**src/rtl/core/aaes_pkg.sv**
```systemverilog
package aaes_pkg;

  localparam int COORD_W   = 16;
  localparam int DIAM_W    = 12;
  localparam int COL_W     = 17;
  localparam int ROW_W     = 22;
  localparam int STEP_Y_W  = 21;
  localparam int ERR_W     = 48;
  localparam int ERR_EXT_W = 50;
  localparam int ASPECT_W  = 8;
  localparam int SQ_W      = 16;
  localparam int SLOTS     = 4;
  localparam int SLOT_IDX_W = 2;
  localparam int KIND_W    = 2;
  localparam int OUT_FIELDS_W = COL_W + COL_W + ROW_W + 1;
  localparam int OUT_TDATA_W  = ((OUT_FIELDS_W + 7) / 8) * 8;

  typedef enum logic {
    OP_START = 1'b0,
    OP_STEP  = 1'b1
  } op_e;

  typedef enum logic [KIND_W-1:0] {
    KIND_DOT  = 2'd0,
    KIND_SPAN = 2'd1,
    KIND_NONE = 2'd2
  } kind_e;

  typedef struct packed {
    kind_e                    kind;
    logic signed [COL_W-1:0]  left_x;
    logic signed [COL_W-1:0]  right_x;
    logic signed [ROW_W-1:0]  row_y;
  } res_t;

  typedef struct packed {
    res_t [SLOTS-1:0]        slot;
    logic [SLOT_IDX_W-1:0]   last_idx;
    logic                    done;
  } bundle_t;

endpackage

```
**src/rtl/core/aaes_core.sv**
```systemverilog
module aaes_core
  import aaes_pkg::*;
#(
  parameter int MAX_DIAMETER_BITS = 12
) (
  input  logic                         clk_i,
  input  logic                         rst_ni,
  input  logic                         load_i,
  input  op_e                          opcode_i,
  input  logic signed [COORD_W-1:0]    center_x_i,
  input  logic signed [COORD_W-1:0]    center_y_i,
  input  logic [MAX_DIAMETER_BITS-1:0] diameter_i,
  input  logic [ASPECT_W-1:0]          aspect_x_i,
  input  logic [ASPECT_W-1:0]          aspect_y_i,
  input  logic                         fill_i,
  output bundle_t                      bundle_o
);

  localparam int XW = MAX_DIAMETER_BITS - 1;
  localparam int XPW = XW + 19;
  localparam int YPW = SQ_W + STEP_Y_W + 1;

  logic [XW-1:0]              step_x_q, step_x_d;
  logic [STEP_Y_W-1:0]        step_y_q, step_y_d;
  logic signed [ERR_W-1:0]    err_q, err_d;
  logic [STEP_Y_W-1:0]        prev_row_q, prev_row_d;
  logic                       even_q, even_d;
  logic                       filled_q, filled_d;
  logic signed [COORD_W-1:0]  org_x_q, org_x_d;
  logic signed [COORD_W-1:0]  org_y_q, org_y_d;
  logic [SQ_W-1:0]            sqx_q, sqx_d;
  logic [SQ_W-1:0]            sqy_q, sqy_d;
  logic                       active_q, active_d;

  logic signed [XW+1:0]          x_coef;
  logic signed [XPW-1:0]         x_prod;
  logic [YPW-1:0]                y_prod;
  logic signed [ERR_EXT_W-1:0]   err_w, xt_w, yt_w, xerr, yerr, derr;
  logic [ERR_EXT_W-1:0]          ad, ay, ax;
  logic                          mv_diag, mv_vert, dec_x, inc_y;
  logic [XW-1:0]                 nx;
  logic [STEP_Y_W-1:0]           ny;
  logic signed [ERR_W-1:0]       nerr;

  logic signed [COL_W-1:0]   cx_w, nx_w, ev_col, col_l, col_r;
  logic signed [ROW_W:0]     cy_w, ny_w, ev_row, row_lo_w, row_hi_w;
  logic signed [ROW_W-1:0]   row_lo, row_hi;

  logic [XW-1:0]             x0;
  logic signed [COL_W-1:0]   cx_in, x0_w, st_l, st_r;
  logic signed [ROW_W-1:0]   st_row;
  logic                      d_even, d_zero, x0_zero;

  assign x_coef = $signed({{(XW + 1){1'b0}}, 1'b1}) - $signed({1'b0, step_x_q, 1'b0});
  assign x_prod = XPW'($signed({1'b0, sqy_q})) * XPW'(x_coef);
  assign y_prod = YPW'(sqx_q) * YPW'({step_y_q, 1'b1});

  assign err_w = ERR_EXT_W'(err_q);
  assign xt_w  = ERR_EXT_W'(x_prod);
  assign yt_w  = $signed({{(ERR_EXT_W - YPW){1'b0}}, y_prod});
  assign xerr  = err_w + xt_w;
  assign yerr  = err_w + yt_w;
  assign derr  = xerr + yt_w;

  assign ad = derr[ERR_EXT_W-1] ? -derr : derr;
  assign ay = yerr[ERR_EXT_W-1] ? -yerr : yerr;
  assign ax = xerr[ERR_EXT_W-1] ? -xerr : xerr;

  assign mv_diag = (ad <= ay) && (ad <= ax);
  assign mv_vert = !mv_diag && (ay <= ax);
  assign dec_x   = !mv_vert;
  assign inc_y   = mv_diag || mv_vert;

  assign nx   = step_x_q - XW'(dec_x);
  assign ny   = step_y_q + STEP_Y_W'(inc_y);
  assign nerr = mv_diag ? derr[ERR_W-1:0] : (mv_vert ? yerr[ERR_W-1:0] : xerr[ERR_W-1:0]);

  assign cx_w   = COL_W'(org_x_q);
  assign nx_w   = $signed({{(COL_W - XW){1'b0}}, nx});
  assign ev_col = $signed({{(COL_W - 1){1'b0}}, even_q});
  assign col_l  = cx_w - nx_w;
  assign col_r  = cx_w + nx_w - ev_col;

  assign cy_w     = (ROW_W + 1)'(org_y_q);
  assign ny_w     = $signed({2'b00, ny});
  assign ev_row   = $signed({{ROW_W{1'b0}}, even_q});
  assign row_lo_w = cy_w - ny_w;
  assign row_hi_w = cy_w + ny_w - ev_row;
  assign row_lo   = row_lo_w[ROW_W-1:0];
  assign row_hi   = row_hi_w[ROW_W-1:0];

  assign x0      = diameter_i[MAX_DIAMETER_BITS-1:1];
  assign cx_in   = COL_W'(center_x_i);
  assign x0_w    = $signed({{(COL_W - XW){1'b0}}, x0});
  assign st_l    = cx_in - x0_w;
  assign st_r    = cx_in + x0_w;
  assign st_row  = ROW_W'(center_y_i);
  assign d_even  = !diameter_i[0];
  assign d_zero  = (diameter_i == '0);
  assign x0_zero = (x0 == '0);

  always_comb begin
    step_x_d   = step_x_q;
    step_y_d   = step_y_q;
    err_d      = err_q;
    prev_row_d = prev_row_q;
    even_d     = even_q;
    filled_d   = filled_q;
    org_x_d    = org_x_q;
    org_y_d    = org_y_q;
    sqx_d      = sqx_q;
    sqy_d      = sqy_q;
    active_d   = active_q;
    for (int i = 0; i < SLOTS; i++) begin
      bundle_o.slot[i] = '{kind: KIND_NONE, left_x: '0, right_x: '0, row_y: '0};
    end
    bundle_o.last_idx = '0;

    if (opcode_i == OP_START) begin
      org_x_d    = center_x_i;
      org_y_d    = center_y_i;
      sqx_d      = SQ_W'(aspect_x_i) * SQ_W'(aspect_x_i);
      sqy_d      = SQ_W'(aspect_y_i) * SQ_W'(aspect_y_i);
      filled_d   = fill_i;
      err_d      = '0;
      even_d     = d_even;
      step_x_d   = x0;
      step_y_d   = '0;
      prev_row_d = '0;
      active_d   = 1'b1;
      if (!d_even || d_zero) begin
        if (fill_i) begin
          bundle_o.slot[0] = '{kind: KIND_SPAN, left_x: st_l, right_x: st_r, row_y: st_row};
        end else begin
          bundle_o.slot[0] = '{kind: KIND_DOT, left_x: st_l, right_x: st_l, row_y: st_row};
          if (!x0_zero) begin
            bundle_o.slot[1] = '{kind: KIND_DOT, left_x: st_r, right_x: st_r, row_y: st_row};
            bundle_o.last_idx = SLOT_IDX_W'(1);
          end
        end
        if (x0_zero) begin
          active_d = 1'b0;
        end
      end
    end else if (active_q) begin
      step_x_d = nx;
      step_y_d = ny;
      err_d    = nerr;
      if (filled_q) begin
        if (prev_row_q != ny) begin
          bundle_o.slot[0] = '{kind: KIND_SPAN, left_x: col_l, right_x: col_r, row_y: row_lo};
          bundle_o.slot[1] = '{kind: KIND_SPAN, left_x: col_l, right_x: col_r, row_y: row_hi};
          bundle_o.last_idx = SLOT_IDX_W'(1);
          prev_row_d = ny;
        end
        if (nx == '0) begin
          active_d = 1'b0;
        end
      end else begin
        bundle_o.slot[0] = '{kind: KIND_DOT, left_x: col_r, right_x: col_r, row_y: row_hi};
        bundle_o.slot[1] = '{kind: KIND_DOT, left_x: col_r, right_x: col_r, row_y: row_lo};
        bundle_o.last_idx = SLOT_IDX_W'(1);
        if (!even_q && nx == '0) begin
          active_d = 1'b0;
        end else begin
          bundle_o.slot[2] = '{kind: KIND_DOT, left_x: col_l, right_x: col_l, row_y: row_hi};
          bundle_o.slot[3] = '{kind: KIND_DOT, left_x: col_l, right_x: col_l, row_y: row_lo};
          bundle_o.last_idx = SLOT_IDX_W'(3);
          if (even_q && nx <= XW'(1)) begin
            active_d = 1'b0;
          end
        end
      end
    end
    bundle_o.done = !active_d;
  end

  always_ff @(posedge clk_i or negedge rst_ni) begin
    if (!rst_ni) begin
      step_x_q   <= '0;
      step_y_q   <= '0;
      err_q      <= '0;
      prev_row_q <= '0;
      even_q     <= 1'b0;
      filled_q   <= 1'b0;
      org_x_q    <= '0;
      org_y_q    <= '0;
      sqx_q      <= '0;
      sqy_q      <= '0;
      active_q   <= 1'b0;
    end else if (load_i) begin
      step_x_q   <= step_x_d;
      step_y_q   <= step_y_d;
      err_q      <= err_d;
      prev_row_q <= prev_row_d;
      even_q     <= even_d;
      filled_q   <= filled_d;
      org_x_q    <= org_x_d;
      org_y_q    <= org_y_d;
      sqx_q      <= sqx_d;
      sqy_q      <= sqy_d;
      active_q   <= active_d;
    end
  end

  // A live figure always has a column left to step, so the decrement never wraps.
  a_active_has_column: assert property (@(posedge clk_i) disable iff (!rst_ni)
    active_q |-> (step_x_q != '0))
    else $error("active figure with zero column count");

  a_done_matches_state: assert property (@(posedge clk_i) disable iff (!rst_ni)
    load_i |=> (active_q == !$past(bundle_o.done)))
    else $error("figure done flag disagrees with stored state");

endmodule

```
**src/rtl/core/aaes_outbuf.sv**
```systemverilog
module aaes_outbuf
  import aaes_pkg::*;
(
  input  logic    clk_i,
  input  logic    rst_ni,
  input  logic    load_i,
  input  bundle_t bundle_i,
  output logic    free_o,
  output logic    tvalid_o,
  input  logic    tready_i,
  output res_t    res_o,
  output logic    last_o,
  output logic    done_o
);

  logic                  valid_q;
  logic [SLOT_IDX_W-1:0] idx_q;
  bundle_t               bundle_q;
  logic                  take;
  logic                  at_last;

  assign take    = valid_q && tready_i;
  assign at_last = (idx_q == bundle_q.last_idx);
  assign free_o  = !valid_q || (take && at_last);

  assign tvalid_o = valid_q;
  assign res_o    = bundle_q.slot[idx_q];
  assign last_o   = at_last;
  assign done_o   = bundle_q.done;

  always_ff @(posedge clk_i or negedge rst_ni) begin
    if (!rst_ni) begin
      valid_q <= 1'b0;
      idx_q   <= '0;
    end else if (load_i) begin
      valid_q <= 1'b1;
      idx_q   <= '0;
    end else if (take && at_last) begin
      valid_q <= 1'b0;
    end else if (take) begin
      idx_q <= idx_q + SLOT_IDX_W'(1);
    end
  end

  always_ff @(posedge clk_i) begin
    if (load_i) begin
      bundle_q <= bundle_i;
    end
  end

  a_idx_in_range: assert property (@(posedge clk_i) disable iff (!rst_ni)
    valid_q |-> (idx_q <= bundle_q.last_idx))
    else $error("result index beyond last result");

  a_load_when_free: assert property (@(posedge clk_i) disable iff (!rst_ni)
    load_i |-> free_o)
    else $error("results loaded over undelivered results");

  a_drain_empties: assert property (@(posedge clk_i) disable iff (!rst_ni)
    (take && at_last && !load_i) |=> !valid_q)
    else $error("buffer still valid after last result taken");

endmodule

```
**src/rtl/core/axis_aligned_ellipse_stepper.sv**
```systemverilog
// Channel   Direction  Payload (low bit first)
// s_axis    in         tdata: center_x, center_y, diameter_x, aspect_x, aspect_y, fill_mode
//                      tuser: opcode
// m_axis    out        tdata: left_x, right_x, row_y, figure_done; tuser: item_kind
//                      tlast: last_of_step
// Each input transaction produces one to four output transactions, one per cycle while m_axis_tready is high.
// Results per input: 1 for a status item, 1 or 2 for a start, 1 for a filled step on
// the same row, 2 for a filled step on a new row, 2 or 4 for an outline step.
// The four-entry result buffer drains one result a cycle while the output is ready.
// Reset clears the figure state; no figure is active afterward.
// A stalled output holds the buffer, and the input register then holds one item.
module axis_aligned_ellipse_stepper
  import aaes_pkg::*;
#(
  parameter int MAX_DIAMETER_BITS = 12
) (
  input  logic                   clk_i,
  input  logic                   rst_ni,
  input  logic                   s_axis_tvalid_i,
  output logic                   s_axis_tready_o,
  // center_x[15:0], center_y, diameter_x, aspect_x, aspect_y, fill_mode, zero fill
  input  logic [((2 * COORD_W + DIAM_W + 2 * ASPECT_W + 1 + 7) / 8) * 8 - 1:0]
                                 s_axis_tdata_i,
  // opcode
  input  logic [0:0]             s_axis_tuser_i,
  output logic                   m_axis_tvalid_o,
  input  logic                   m_axis_tready_i,
  // left_x[16:0], right_x, row_y, figure_done, zero fill
  output logic [OUT_TDATA_W-1:0] m_axis_tdata_o,
  // item_kind
  output logic [KIND_W-1:0]      m_axis_tuser_o,
  output logic                   m_axis_tlast_o
);

  localparam int DB      = MAX_DIAMETER_BITS;
  localparam int CY_LO   = COORD_W;
  localparam int D_LO    = 2 * COORD_W;
  localparam int AX_LO   = D_LO + DIAM_W;
  localparam int AY_LO   = AX_LO + ASPECT_W;
  localparam int FILL_B  = AY_LO + ASPECT_W;

  logic                       in_valid_q;
  op_e                        op_q;
  logic signed [COORD_W-1:0]  cx_q, cy_q;
  logic [DB-1:0]              diam_q;
  logic [ASPECT_W-1:0]        ax_q, ay_q;
  logic                       fill_q;

  logic    buf_free;
  logic    advance;
  logic    s_take;
  bundle_t bundle;
  res_t    res;
  logic    res_last;
  logic    res_done;

  assign advance         = in_valid_q && buf_free;
  assign s_axis_tready_o = !in_valid_q || buf_free;
  assign s_take          = s_axis_tvalid_i && s_axis_tready_o;

  always_ff @(posedge clk_i or negedge rst_ni) begin
    if (!rst_ni) begin
      in_valid_q <= 1'b0;
    end else if (s_take) begin
      in_valid_q <= 1'b1;
    end else if (advance) begin
      in_valid_q <= 1'b0;
    end
  end

  always_ff @(posedge clk_i) begin
    if (s_take) begin
      op_q   <= op_e'(s_axis_tuser_i[0]);
      cx_q   <= s_axis_tdata_i[CY_LO-1:0];
      cy_q   <= s_axis_tdata_i[D_LO-1:CY_LO];
      diam_q <= DB'(s_axis_tdata_i[AX_LO-1:D_LO]);
      ax_q   <= s_axis_tdata_i[AY_LO-1:AX_LO];
      ay_q   <= s_axis_tdata_i[FILL_B-1:AY_LO];
      fill_q <= s_axis_tdata_i[FILL_B];
    end
  end

  aaes_core #(
    .MAX_DIAMETER_BITS(MAX_DIAMETER_BITS)
  ) u_core (
    .clk_i      (clk_i),
    .rst_ni     (rst_ni),
    .load_i     (advance),
    .opcode_i   (op_q),
    .center_x_i (cx_q),
    .center_y_i (cy_q),
    .diameter_i (diam_q),
    .aspect_x_i (ax_q),
    .aspect_y_i (ay_q),
    .fill_i     (fill_q),
    .bundle_o   (bundle)
  );

  aaes_outbuf u_outbuf (
    .clk_i    (clk_i),
    .rst_ni   (rst_ni),
    .load_i   (advance),
    .bundle_i (bundle),
    .free_o   (buf_free),
    .tvalid_o (m_axis_tvalid_o),
    .tready_i (m_axis_tready_i),
    .res_o    (res),
    .last_o   (res_last),
    .done_o   (res_done)
  );

  assign m_axis_tdata_o = {{(OUT_TDATA_W - OUT_FIELDS_W){1'b0}}, res_done, res.row_y,
                           res.right_x, res.left_x};
  assign m_axis_tuser_o = res.kind;
  assign m_axis_tlast_o = res_last;

endmodule

```
**config.mk**
```make
export PLATFORM = sky130hd
export DESIGN_NAME = axis_aligned_ellipse_stepper
export DESIGN_NICKNAME = d
export VERILOG_FILES = /design/src/rtl/core/aaes_pkg.sv /design/src/rtl/core/aaes_core.sv /design/src/rtl/core/aaes_outbuf.sv /design/src/rtl/core/axis_aligned_ellipse_stepper.sv
export SDC_FILE = /design/constraint.sdc
export NUM_CORES = 2
export LEC_CHECK = 0
export BUFFER_PORTS_ARGS = -buffer_cell sky130_fd_sc_hd__buf_4
export CORE_ASPECT_RATIO = 0.7
export CORE_MARGIN = 2
export CORE_UTILIZATION = 50
export DETAILED_ROUTE_END_ITERATION = 16
export PLACE_DENSITY = 0.66
export SLEW_MARGIN = 20
export SYNTH_ARGS = -nofsm -noshare
export SYNTH_HDL_FRONTEND = slang
export SYNTH_SLANG_ARGS = --single-unit
```
**constraint.sdc**
```tcl
create_clock -name clk_i -period 38.8 [get_ports clk_i]
set_input_delay 5.82 -clock clk_i [delete_from_list [all_inputs] [get_ports clk_i]]
set_output_delay 5.82 -clock clk_i [all_outputs]
set_load 0.03 [all_outputs]
```
Yosys cells after proc, flatten, opt, wreduce, memory -nomap -nowiden
Index checks and enable logic that the tools add are counted.

word-level totals
  bits in registers = 418
  bits of input ports = 69
  word-level logic and storage cells = 146

operators by class
  add/subtract/negate cells = 18
  multipliers = 4
  magnitude comparators = 5
  equal/unequal tests = 6
  muxes and demuxes = 44
  bitwise logic cells = 2
  reduce and logical (&&, ||, !) cells = 31

operators by type and width
  cell                                     count
  two-way mux 118 bit                      5
  two-way mux 48 bit                       4
  two-way mux 58 bit                       3
  <= comparator 50 bit                     3
  two-way mux 50 bit                       3
  negation 50 bit                          3
  two-way mux 21 bit                       6
  binary-select mux 58 bit (select 2 bit)  1
  two-way mux 116 bit                      1
  two-way mux 57 bit                       1
  adder 50 x 39 -> 50 bit                  1
  adder 48 x 30 -> 49 bit                  1
  adder 48 x 39 -> 49 bit                  1
  multiplier 16 x 22 -> 38 bit             1
  adder 16 x 12 -> 17 bit                  2
  subtractor 16 x 12 -> 17 bit             2
  multiplier 8 x 8 -> 16 bit               2
  multiplier 17 x 13 -> 30 bit             1
  adder 16 x 22 -> 22 bit                  1
  logical NOT 11 bit                       2
  two-way mux 11 bit                       2
  subtractor 16 x 22 -> 22 bit             1
  subtractor 22 x 2 -> 22 bit              1
  adder 21 x 1 -> 21 bit                   1
  other kinds (22)                         61

Depth between registers and ports, before layout
  depth in word-level cells = 20
  mapped depth = 77

Cells and area by module
From an unflattened synthesis, not the netlist that was laid out.

second synthesis, totals
  cells, all modules = 6659
  area total of the unflattened synthesis = 60239.0 um^2

by module, submodules not included
  module                        times used  cells an instance  area an instance (um^2)  seq. area each (um^2)
  aaes_core                     1           6257               49585.1                  4154.0
  aaes_outbuf                   1           326                8668.3                   7131.8
  axis_aligned_ellipse_stepper  1           76                 1985.7                   1886.8

Worst setup path before layout
No wires, ideal clock.

  kind = register to register
  start = register u_core.step_x_q[0]
  end = register u_outbuf.bundle_q[116] (netlist name), data pin
  setup time = 0.153 ns
  arrival time = 15.806 ns
  required time = 38.647 ns
  slack = 22.841 ns
  cell stages (with the launch flop) = 74
  path buffers = 6
  period minus slack after synthesis = 15.959 ns
  path through = dfrtp_1 > clkbuf_1 > clkbuf_1 > inv_1 > ha_1 > nand2_1 > nor2_1 > xnor2_1 > clkbuf_1 > nand2_1 > fa_1 > inv_1 > fa_1 > fa_1 > fa_1 > fa_1 > inv_1 > fa_1 > [... 38 more ...] > ha_1 > ha_1 > ha_1 > inv_1 > fa_1 > a21o_1 > a21oi_1 > o21bai_1 > a21oi_1 > o21bai_1 > a21oi_1 > o21bai_1 > a2111o_1 > a31oi_1 > o21bai_1 > a2111o_1 > o22a_1 > o21ai_0

RTL lines
  what                      RTL line           RTL
  start: declaration        aaes_core.sv:23    logic [XW-1:0] step_x_q, step_x_d;
  start signal: assignment  aaes_core.sv:192   step_x_q <= step_x_d;
  end signal: assignment    aaes_outbuf.sv:47  bundle_q <= bundle_i;
  end: declaration          aaes_outbuf.sv:18  bundle_t bundle_q;

==> summary.md <==
| Metric | Value |
|---|---|
| Die width | `413 um` |
| # Max-Cap Violations | `0` |
| Synth warn | `0` |
| Largest family of logic cells by synthesized area | `adder cells` |
| CP startpoint kind | `register` |
| Post-Syn Instances | `6700` |
| Mux cell area share after synthesis | `1.90%` |
| Clk Latency, worst-skew pair | `approximately 660 ps` |
| Internal reg-to-reg setup slack | `between 15000 and 20000 ps` |
| Post-layout nets | `7988` |
| Initial antenna violation count | `3` |
| Slew @ Worst Pin | `1180 ps` |
| Worst Setup End Kind | `register` |
| Port Buffers | `around 130` |
| Setup tns final | `0 ps` |
| Post-Route WL | `170 mm` |
| RD Place Congestion | `approximately 0.96` |
| Clock Pin Slew Worst Setup and Hold Paths | `around 60 ps` |
| Share of flip-flops with an asynchronous set or reset | `41.2%` |
| Post_cts resized | `0` |
| IO Count | `138` |
| Root Buffer | `clkbuf_16` |
| DR pass1 iterations | `6` |
| Hpwl dp | `between 100 and 150 mm` |
| Die area | `120000 um2` |
| # DRC | `0` |
| Share of layout cells above drive strength 1 | `6.18%` |
| Number of flops mapped to enable cells by yosys | `243` |
| Synth Area in Simple Gates | `16.2%` |
| Drt via density | `5.80` |
| DIE HEIGHT | `a little under 300 um` |
| Final hold violations | `0` |
| Global routing's busiest layer | `met1` |
| Met2 Usage GRT | `between 40% and 50%` |
| Area delta synth->final | `7.42%` |
| Number of hold buffers added after cts | `0` |
| Final Skew | `39.4 ps` |
| Synth top area cells | `fa_1, ha_1, edfxtp_1` |
| Gr usage total | `28.6%` |
| Max_slew headroom | `21.5%` |
| Xor/xnor share of the synthesized area | `7.50%` |
| Setup CP Type | `reg2reg` |
| Largest net degree at the start of global routing | `102` |
| Outcome | `finished clean` |
| TritonCTS Buffers | `between 40 and 50` |
| Synth Area in Compound Gates | `14.9%` |
| Level count of the clock H-tree | `2` |
| DRT iter0 DRCs | `4675` |
| First-pass GRT wire length | `270 mm` |
| Avg Inst Size Synth | `about 8.7 um2` |
| Final setup viols | `0` |
| Most frequent cells in the layout | `inv_1, nand2_1, ha_1, fa_1, nor2_1` |
| RSZ-0062 raised after global routing | `false` |
| Library cells used by synthesis | `95` |
| Synth Flop Type | `edfxtp_1` |
| Cell taking the most area after synthesis | `fa_1` |
| Seq/Total Area, Yosys | `19.8%` |
| FMAX | `0.0488 GHz` |
| Crit share post-route | `52.8%` |
| Starting Density | `50.6%` |
| Vias in the first global route | `~47000` |
| Synth top area share | `16.9%` |
| Worst path max stage delay | `1100 ps` |
| Critical path's slowest cell | `dfrtp_1` |
| Adder-cell share of the synthesized area | `32.3%` |
| Post CTS Setup Buffer Count | `0` |
| CTS sink count | `a little over 400` |
| Fin crit period | `20490 ps` |
| Crit-path max FO | `39` |
| WL/cell | `20.5 um` |
| Slew Limit Fails | `0` |
| Worst EP required | `39180 ps` |
| Most common cell after layout, fill and taps aside | `inv_1` |
| Seq cells post-synth | `413` |
| Core Region | `115000 um2` |
| Met3 Use GR | `6.40%` |
| Core Util, Final | `54.4%` |
| GR Overflow Total | `0` |
| WP data arrival | `20870 ps` |
| CTS Buffer Depth | `3` |
| HP Class | `reg2reg` |
| CTS tree | `built` |
| Std cell rows | `roughly 100` |
| Met1 Usage GRT | `44.1%` |
| ANT nets after route | `0` |
| Via count | `48000` |
| Area of the mapped netlist | `58400 um2` |
[synthesized netlist by cell type, drive strengths merged (13+ instances only)]
cell type and number:
nor2 391, a21o 145, inv 847, o22ai 40, mux2i 50, nor3 83
o21bai 63, nor4 29, o21ai 345, xnor2 346, a211oi 62, or4 15
and3 41, fa 494, mux4 22, nor2b 95, o221ai 27, edfxtp 243
a21boi 20, o21a 23, o211ai 34, or2 29, buf 31, a21oi 348
or3 18, ha 717, nand2 824, nand2b 50, nand3 82, nand4 59
and2 235, clkbuf 257, a32o 16, o31ai 53, dfrtp 170, xor2 154
a31oi 35, a221oi 13
[sequential cells by signal (all words and copies together) (netlist names), 2 cells and up]
signal	count
u_core.sqx_q	15
u_outbuf.bundle_q	180
u_outbuf.idx_q	2
cy_q	16
u_core.org_x_q	16
u_core.sqy_q	15
u_core.prev_row_q	21
u_core.org_y_q	16
diam_q	12
cx_q	16
u_core.step_x_q	11
ay_q	8
ax_q	8
u_core.err_q	48
u_core.step_y_q	21
[critical path, delay by kind of cell (launching register included)]
| kind | cells | cell delay, ps |
|---|---|---|
| AND/OR/NAND/NOR | 14 | 3150 |
| buffers and inverters | 11 | 2270 |
| adder cells (fa/ha/maj) | 11 | 4920 |
| XOR/XNOR | 4 | 1140 |
| flip-flops | 1 | 1100 |
| AO/OA/AOI/OAI | 22 | 7490 |
[cell type report]
type                       instances  area [um2]
fill                           10400       52700
multi-input combinational       5175       42800
sequential                       413       11600
inverter                         849        3190
tap                             1537        1920
timing repair buffer             222        1690
clock buffer                      55        1250
clock inverter                    33         364
antenna                            1        2.50
[metal layers]
metal | wire [um] | share of wire, % | up-vias
met5 | 26 | 0.015 | -
met4 | 3200 | 1.9 | 4
met3 | 17400 | 10 | 179
met2 | 69200 | 41 | 1865
met1 | 80000 | 47 | 23400
li1 | - | - | 22600
[per-stage QoR]
stage / instance area, um2 / std cells / hold WS, ps / setup WS [ps]
2_1_floorplan: 58500 / 6725 / 466 / 22840
3_3_place_gp: 61100 / 8195 / 480 / 18930
3_5_place_dp: 61100 / 8195 / 487 / 18600
4_1_cts: 62700 / 8283 / 500 / 18520
5_1_grt: 62700 / 8284 / 528 / 17210
6_report: 62700 / 8285 / 497 / 18310
[path summary, 6_finish.rpt]
path                                         end  cells after the start            startpoint
setup / recovery           u_outbuf.bundle_q[14]                     62    u_core.step_y_q[4]
hold / removal              u_core.prev_row_q[2]                      2  u_core.prev_row_q[2]
setup reg to reg           u_outbuf.bundle_q[14]                     62    u_core.step_y_q[4]
hold reg to reg             u_core.prev_row_q[2]                      2  u_core.prev_row_q[2]
max in group asynchronous       u_core.sqx_q[15]                      3                rst_ni
min in group asynchronous        u_core.sqy_q[7]                      1                rst_ni
[logic make-up (layout without fill, tap and decap cells)]
family | Yosys count | after routing
xor gates and xnor gates | 500 | 500
muxes | 82 | 82
buffers and inverters | 1137 | 1159
and+or+nand+nor | 2000 | 2000
DFF | 413 | 413
AOI/OAI and AO/OA | 1354 | 1354
other | 2 | 28
adders and majority gates | 1212 | 1212
Power is not shown: default switching activity piles up to over one toggle a cycle in this logic, so the estimate is an artifact.
